==> config.mk <==
export PLATFORM = sky130hd
export DESIGN_NAME = sfct_codon
export DESIGN_NICKNAME = d
export VERILOG_FILES = /design/src/hw/rtl/sfct_pkg.sv /design/src/hw/rtl/sfct_codon.sv
export SDC_FILE = /design/constraint.sdc
export NUM_CORES = 1
export LEC_CHECK = 0
export BUFFER_PORTS_ARGS = -buffer_cell sky130_fd_sc_hd__buf_2
export CELL_PAD_IN_SITES_DETAIL_PLACEMENT = 1
export CELL_PAD_IN_SITES_GLOBAL_PLACEMENT = 2
export CORE_MARGIN = 3
export CORE_UTILIZATION = 33
export DETAILED_ROUTE_END_ITERATION = 8
export PLACE_DENSITY = 0.91
export SYNTH_ARGS = -nofsm -noshare
export SYNTH_HDL_FRONTEND = slang
export SYNTH_SLANG_ARGS = --single-unit
==> constraint.sdc <==
create_clock -name vclk -period 2.9
set_input_delay 0.145 -clock vclk [all_inputs]
set_output_delay 0.145 -clock vclk [all_outputs]
set_load 0.02 [all_outputs]
==> src/hw/rtl/sfct_pkg.sv <==
`timescale 1ns / 1ps
`default_nettype none

package sfct_pkg;

    // Command codes
    localparam logic [1:0] CMD_CLEAR  = 2'd0;
    localparam logic [1:0] CMD_APPEND = 2'd1;
    localparam logic [1:0] CMD_QUERY  = 2'd2;

    // Stored base codes: 0 A, 1 C, 2 G, 3 T, 4 other
    typedef logic [2:0] t_code;

    localparam t_code CODE_A     = 3'd0;
    localparam t_code CODE_C     = 3'd1;
    localparam t_code CODE_G     = 3'd2;
    localparam t_code CODE_T     = 3'd3;
    localparam t_code CODE_OTHER = 3'd4;

    localparam logic [7:0] CHAR_X = 8'h58;

    localparam int FRAME_LAST = 5;

    // Standard genetic code, indexed by c0*16 + c1*4 + c2
    localparam logic [8*64-1:0] CODON_LETTERS =
        "KNKNTTTTRSRSIIMIQHQHPPPPRRRRLLLLEDEDAAAAGGGGVVVV*Y*YSSSS*CWCLFLF";

    typedef struct packed {
        logic [1:0]  cmd;
        logic [7:0]  base_char;
        logic [2:0]  frame;
        logic [10:0] codon_index;
    } t_item;

    typedef struct packed {
        logic [7:0]  amino_acid;
        logic        in_range;
        logic [10:0] frame_codons;
        logic [12:0] seq_length;
        logic        store_full;
    } t_result;

    function automatic t_code fold_base(input logic [7:0] ch);
        t_code code;
        case (ch)
            "A", "a": code = CODE_A;
            "C", "c": code = CODE_C;
            "G", "g": code = CODE_G;
            "T", "t": code = CODE_T;
            default:  code = CODE_OTHER;
        endcase
        return code;
    endfunction

    function automatic t_code complement_code(input t_code c);
        t_code res;
        if (c < CODE_OTHER) begin
            res = CODE_T - c;
        end else begin
            res = CODE_OTHER;
        end
        return res;
    endfunction

    function automatic logic [7:0] codon_letter(input logic [5:0] idx);
        logic [8:0] sel;
        sel = {~idx, 3'b000};
        return CODON_LETTERS[sel +: 8];
    endfunction

endpackage

`default_nettype wire

==> src/hw/rtl/sfct_codon.sv <==
`timescale 1ns / 1ps
`default_nettype none

module sfct_codon (
    input  wire sfct_pkg::t_code i_code0,
    input  wire sfct_pkg::t_code i_code1,
    input  wire sfct_pkg::t_code i_code2,
    input  wire logic            i_reverse,
    output logic [7:0]           o_amino
);
    import sfct_pkg::*;

    t_code c0;
    t_code c1;
    t_code c2;

    always_comb begin
        c0 = i_reverse ? complement_code(i_code0) : i_code0;
        c1 = i_reverse ? complement_code(i_code1) : i_code1;
        c2 = i_reverse ? complement_code(i_code2) : i_code2;
        if (c0 < CODE_OTHER && c1 < CODE_OTHER && c2 < CODE_OTHER) begin
            o_amino = codon_letter({c0[1:0], c1[1:0], c2[1:0]});
        end else begin
            o_amino = CHAR_X;
        end
    end

endmodule

`default_nettype wire

==> results of run 1 <==
layout by cell type, fill, tap and decap left out, types with 2 or more instances in the layout:
cell type  count
buf_2         17
nor2_1         7
inv_1          6
nand2b_1       6
a21oi_1        5
o21ai_0        5
o211ai_1       3
nor3_1         3
ha_1           3
nor2b_1        2
nor3b_1        2
mux2i_1        2
or3b_1         2
nand2_1        2
a211o_1        2
a31oi_1        2
through the flow:
step,cells,utilization [%],area [µm²]
after floorplan,88,-,631
after global placement,124,40.1,707
after detailed placement,124,40.1,707
after CTS,124,40.1,707
after global routing,124,40.1,707
final,124,40.1,707
routing by layer:
| layer | vias to the layer above | part of all wire, % | track usage (%) | wire, µm |
|---|---|---|---|---|
| li1 | 361 | - | - | - |
| met5 | - | 0 | 0 | 0 |
| met1 | 360 | 44 | 23.9 | 905 |
| met2 | 36 | 47 | 29.3 | 976 |
| met3 | 2 | 7.8 | 0.604 | 161 |
| met4 | 0 | 0.73 | 0.922 | 15 |
critical path, delay by kind of cell:
family | cells | cell delay, ns
AOI/OAI and AO/OA | 4 | 0.84
adders and majority gates | 1 | 0.33
buffers and inverters | 3 | 0.63
and+or+nand+nor | 1 | 0.11
final timing paths:
kind / end / depth (start not counted)
worst min-delay path: o_amino[2] / 5
worst max-delay path: o_amino[3] / 9
kinds of logic after synthesis:
family	count (synthesis)	share of synthesized area [%]
AO/OA/AOI/OAI	32	37.5
adder cells (fa/ha/maj)	3	5.95
buffers and inverters	12	9.92
multiplexers	2	3.17
other	1	0.595
AND/OR/NAND/NOR	38	42.9
area by class of cell:
class | count | area share, %
multi-input combinational | 76 | 80.4
timing repair buffer | 17 | 12.0
tap | 25 | 4.42
inverter | 6 | 3.19
cell usage after synthesis, drive strengths merged, types with 2 or more instances:
| library cell | count | area share [%] |
|---|---|---|
| nor3b | 3 | 4.4 |
| ha | 3 | 6.0 |
| a31oi | 2 | 2.0 |
| and4bb | 2 | 4.0 |
| o211ai | 3 | 3.6 |
| a311oi | 2 | 3.8 |
| nand2 | 2 | 1.2 |
| nand2b | 7 | 8.1 |
| a211o | 2 | 2.8 |
| nor2b | 2 | 2.0 |
| nor4b | 2 | 3.8 |
| mux2i | 2 | 3.2 |
| nor2 | 7 | 4.2 |
| a21oi | 6 | 5.4 |
| buf | 6 | 6.3 |
| inv | 6 | 3.6 |
| or3b | 3 | 4.6 |
| o21ai | 5 | 4.0 |
| nor3 | 4 | 4.0 |
power by group through the flow:
stage | logic (mW) | clock network (mW) | registers (mW)
2_1_floorplan | 0.0757 | 0 | 0
3_3_place_gp | 0.101 | 0 | 0
3_5_place_dp | 0.103 | 0 | 0
4_1_cts | 0.104 | 0 | 0
5_1_grt | 0.115 | 0 | 0
6_report | 0.104 | 0 | 0
==> impl_metrics.tcl, run 1 <==
set metrics [dict create \
    status "completed" \
    power_mw 0.104 \
    vias 759 \
    vdd_drop_max_mv 0.0511 \
    startpoint_type "input port" \
    drive_gt1_share_pct 27.3 \
    finalWirelength_um 2060 \
    clock_buffers 0 \
    grt_first_pass_wirelength_um 3430 \
    grt_pass1_vias 726 \
    fp.dieArea_um2 2470 \
    cp_max_fo 23 \
    ant_nets 0 \
    postCtsSetupBuffers 0 \
    setup_tns_ns 0 \
    cpPeakStageDelay_ns 0.33 \
    drv_slew 0 \
    seq_cell_count 0 \
    cts_hold_buf 0 \
    multi_input_area_um2 568 \
    drtPass1Iterations 4 \
    cap_violations 0 \
    fillers 259 \
    worstSetupPathType "in -> out" \
    crit_chain "buf_2, nor2b_1, a21oi_1, inv_1, ha_1, a311o_1, a31oi_1, a211o_1, buf_2" \
    crit_slowest_cell "ha_1" \
    die_h_um 49.7 \
    syn-num-nets 101 \
    postSynthAreaPerCell_um2 7.17 \
    required_ns 2.76 \
    hpwlAfterDp_um 1630 \
    final_nets 114 \
    grt_usage_pct 16.9 \
    gr-total-overflow 0 \
    tightest_slew_ns 0.545 \
    p_per_area_nw_per_um2 147 \
    seq_area_um2 0 \
    port_buffers 17 \
    rsz0062_at_grt "no" \
    netlist_instances 88 \
    post-route-period-util_pct 76.6 \
    setup.worst_path.start "i_reverse" \
    path_common_cell "buf_2" \
    fmax_mhz 450 \
    yosysUniqueCellTypes 47 \
    initial_core_util_pct 35.7 \
    period_needed_ns 2.22 \
    area_growth_pct 12.1 \
    ios 18 \
    cp.arrival_ns 2.08 \
    grt_max_degree 24 \
    viasPerCell 6.12 \
    netlist_area_um2 631 \
    hp-start "i_code2[2]" \
    seq_power_share_pct 0 \
    relSlewSlack_pct 63.6 \
    yosys_warnings 0 \
    p_sw_mw 0.0631 \
    die_x_um 49.7 \
    gp_congestion 0.818 \
    setup_slack_ns 0.679 \
    yosysSeqAreaShare_pct 0 \
    power_frac_clock_pct 0 \
    p_leak_nw 0.284 \
    core_um2 1760 \
    hold_class "in -> out" \
    antennaDiodeCount 0 \
    wire_per_inst_um 16.6 \
    holdWs_ns 0.793 \
    antenna_found_initial 0 \
    drtIter0Drc 29 \
    hold_viol 0 \
    dp_slack_ns 0.697 \
    combPwrFrac_pct 100.0 \
    setup_violations 0 \
    rows 15 \
    drc 0 \
    netSwitchingFraction_pct 60.7 \
    cts_resized 0 \
    crit_path_end_kind "output port" \
    internal-power_mw 0.0408 \
]
Power figures use the tool's default switching activity.
==> run 2: changes to the inputs <==
--- a/config.mk
+++ b/config.mk
@@ -9,9 +9,9 @@
 export CELL_PAD_IN_SITES_DETAIL_PLACEMENT = 1
 export CELL_PAD_IN_SITES_GLOBAL_PLACEMENT = 2
 export CORE_MARGIN = 3
-export CORE_UTILIZATION = 33
+export CORE_UTILIZATION = 30
 export DETAILED_ROUTE_END_ITERATION = 8
-export PLACE_DENSITY = 0.91
+export PLACE_DENSITY = 0.84
 export SYNTH_ARGS = -nofsm -noshare
 export SYNTH_HDL_FRONTEND = slang
 export SYNTH_SLANG_ARGS = --single-unit
==> constraint.sdc (replaced) <==
create_clock -name vclk -period 2.1
set_input_delay 0.105 -clock vclk [all_inputs]
set_output_delay 0.105 -clock vclk [all_outputs]
set_load 0.02 [all_outputs]
==> run 2 against run 1 <==
Effect of this change: wire length up 0.19%; cell area rose by 2.7%; critical endpoint is now o_amino[4]; critical path depth unchanged; total power rose by 44%; cell count increased by 1.6%; die area rose by 8.8%; largest cell class unchanged; non-clock buffer count grew 2; largest power group unchanged; clock-buffer cell count unchanged; flip-flop and latch count is the same; setup slack worse by 0.51 ns; sequential share of layout area unchanged.
==> impl_metrics.tcl, run 2 (synthesis gave the netlist of run 1 again) <==
set metrics [dict create \
    status "completed" \
    drc 0 \
    seq_cell_count 0 \
    fp.dieArea_um2 2690 \
    ios 18 \
    cpPeakStageDelay_ns 0.35 \
    drive_gt1_share_pct 29.7 \
    post-route-period-util_pct 91.9 \
    rsz0062_at_grt "no" \
    setup_slack_ns 0.171 \
    rows 15 \
    drv_slew 0 \
    top_layer_used "met4" \
    cp_max_fo 12 \
    wire_per_inst_um 16.4 \
    hold_viol 0 \
    period_needed_ns 1.93 \
    path_common_cell "buf_2" \
    startpoint_type "input port" \
    grt_usage_pct 16.5 \
    grt_first_pass_wirelength_um 3470 \
    utilization_pct 39.1 \
    routed-wl-met3_um 87 \
    p_per_area_nw_per_um2 206 \
    hpwlAfterDp_um 1670 \
    clock_buffers 0 \
    hold_class "in -> out" \
    worstSetupPathType "in -> out" \
    initial_core_util_pct 33.9 \
    setup_violations 0 \
    area_growth_pct 15.1 \
    final_nets 116 \
    crit_path_end_kind "output port" \
    antennaDiodeCount 0 \
    setup_tns_ns 0 \
    cts_hold_buf 0 \
    dp_slack_ns 0.139 \
    cap_violations 0 \
    viasPerCell 5.94 \
    cp.arrival_ns 1.82 \
    port_buffers 17 \
    cts_resized 0 \
    required_ns 2.00 \
    die_x_um 51.8 \
    die_h_um 51.8 \
    crit_slowest_cell "or3b_1" \
    vias 748 \
    gp_congestion 0.866 \
    ant_nets 0 \
    postCtsSetupBuffers 0 \
    grt_max_degree 14 \
    final_common_cell "buf_2" \
    fmax_mhz 518 \
    drtPass1Iterations 4 \
    final_cell_mix "buf_2 (17), nor2_1 (7), inv_1 (6), nand2b_1 (6), o21ai_0 (5)" \
    routed-wl-met2_um 982 \
    wl_met1_um 975 \
    vdd_drop_max_mv 0.0793 \
    crit_chain "buf_2, nand2b_1, o21a_1, inv_1, ha_1, or3b_1, a31oi_1, o211ai_1, buf_2" \
    seq_area_um2 0 \
    grt_pass1_vias 713 \
    gr-total-overflow 0 \
    p_leak_nw 0.294 \
    finalWirelength_um 2060 \
    antenna_found_initial 0 \
    drtIter0Drc 12 \
    core_um2 1860 \
]
[run 2: stage by stage]
step | std cells | area [µm²] | hold slack (ns) | total power, mW
after floorplan | 88 | 631 | 0.394 | 0.105
after global placement | 126 | 722 | 0.724 | 0.144
after detailed placement | 126 | 722 | 0.726 | 0.146
after CTS | 126 | 722 | 0.728 | 0.147
after global routing | 126 | 726 | 0.777 | 0.165
final | 126 | 726 | 0.743 | 0.149
[run 2: worst paths after layout]
path	cells past startpoint	start	endpoint
min	5	i_code0[2]	o_amino[2]
max	9	i_code1[0]	o_amino[4]
[run 2: cell type report]
class                           instances  area [µm²]
Inverter                                6        22.5
Timing Repair Buffer                   19         100
Multi-Input combinational cell         76         572
Fill cell                             255        1130
Tap cell                               25        31.3
[run 2: power by group]
part	internal (mW)	switching [mW]	leakage [nW]
Combinational	0.0601	0.0893	0.294
Clock	0	0	0
Sequential	0	0	0
[run 2: critical path: cells and delay by family]
kind | cells | cell delay (ns)
fa+ha+maj | 1 | 0.27
simple gates | 2 | 0.48
buf+inv | 3 | 0.47
compound gates | 3 | 0.50
[run 2: layer usage]
| layer | up-vias | GRT usage [%] |
|---|---|---|
| li1 | 364 | - |
| met1 | 359 | 22.7 |
| met2 | 23 | 28.7 |
| met3 | 2 | 0.860 |
| met4 | 0 | 2.18 |
| met5 | - | 0 |
==> run 3: changes to the inputs <==
==> constraint.sdc (replaced) <==
create_clock -name vclk -period 2.1
set_input_delay 0.21 -clock vclk [all_inputs]
set_output_delay 0.21 -clock vclk [all_outputs]
set_load 0.02 [all_outputs]
==> run 3 against run 2 <==
Effect of this change: die area did not move; cell count rose by 7.9%; total power rose by 14%; largest power group unchanged; highest routed layer unchanged.
==> impl_metrics.tcl, run 3 (synthesis gave the netlist of run 1 again) <==
set metrics [dict create \
    status "completed" \
    seq_cell_count 0 \
    cts_hold_buf 0 \
    fp.dieArea_um2 2690 \
    grt_max_degree 12 \
    seq_area_um2 0 \
    cap_violations 0 \
    vias 774 \
    final_cells 136 \
    ant_nets 0 \
    finalWirelength_um 2380 \
    drc 0 \
    crit_slowest_cell "or3b_1" \
    wire_per_inst_um 17.5 \
    cpPeakStageDelay_ns 0.35 \
    crit_path_end_kind "output port" \
    fmax_mhz 500 \
    p_per_area_nw_per_um2 212 \
    period_needed_ns 2.00 \
    final_nets 126 \
    drv_slew 0 \
    clock_buffers 0 \
    startpoint_type "input port" \
    holdWs_ns 0.963 \
    gr-total-overflow 0 \
    hpwlAfterDp_um 1950 \
    area_growth_pct 27.8 \
    viasPerCell 5.69 \
    core_um2 1860 \
    initial_core_util_pct 33.9 \
    post-route-period-util_pct 95.2 \
    port_buffers 17 \
    p_leak_nw 0.344 \
    drtPass1Iterations 4 \
    path_delay_family "simple AND/OR/NAND/NOR gates" \
    setup_violations 0 \
    setup_tns_ns 0 \
    final_cell_mix "buf_2 (16), buf_4 (12), nor2_1 (7)" \
    rsz0062_at_grt "no" \
    path_buf_inv 3 \
    die_x_um 51.8 \
    antennaDiodeCount 0 \
    power_mw 0.171 \
    grt_usage_pct 18.7 \
    ios 18 \
    hold_class "in -> out" \
    grt_first_pass_wirelength_um 3890 \
    worstSetupPathType "in -> out" \
    utilization_pct 43.4 \
    drtIter0Drc 5 \
    gp_congestion 0.914 \
    drive_gt1_share_pct 36.9 \
    rows 15 \
    antenna_found_initial 0 \
    cp_max_fo 11 \
    required_ns 1.89 \
    multi_input_area_um2 574 \
    fillers 261 \
    hold_viol 0 \
    final_common_cell "buf_2" \
    die_h_um 51.8 \
    grt_pass1_vias 817 \
    vdd_drop_max_mv 0.0711 \
    crit_chain "clkbuf_4, nand2b_1, o21a_1, inv_1, ha_1, or3b_1, a31oi_1, o211ai_1, buf_2" \
    placed_cells 135 \
    cp.arrival_ns 1.79 \
]
[run 3: timing repair]
action                                  in CTS  in global routing
buffers inserted                             0                  1
endpoints found under the hold margin        0                  0
endpoints found under the setup margin       0                  3
gates resized for setup                      0                  3
[run 3: layer usage]
metal	wire, µm	share of wire, %	up-vias	GRT usage, %
li1	-	-	383	-
met1	1160	49	371	24.4
met2	1170	49	18	34.9
met3	39	1.6	2	0.287
met4	18	0.76	0	1.75
met5	0	0	-	0
[run 3: worst paths after layout]
| path | end | start | cells past startpoint | slack [ns] |
|---|---|---|---|---|
| hold / removal | o_amino[2] | i_code0[2] | 5 | 0.96 |
| setup / recovery | o_amino[4] | i_reverse | 9 | 0.10 |
[run 3: stage by stage]
step	instance area, µm²	worst slack [ns]
detailed placement	790	0.0210
global route	806	0.00330
floorplan	631	0.190
CTS	790	0.0194
global placement	790	0.0768
finish	806	0.101
[run 3: where the power goes]
group | internal (mW) | switching, mW
Clock | 0 | 0
Combinational | 0.0748 | 0.0960
Sequential | 0 | 0
Total | 0.0748 | 0.0960
[run 3: layout make-up]
cell class / count / area share (%)
repair buffers: 29 / 22.0
inverters: 6 / 2.80
multi-input cells: 76 / 71.3
well taps: 25 / 3.88
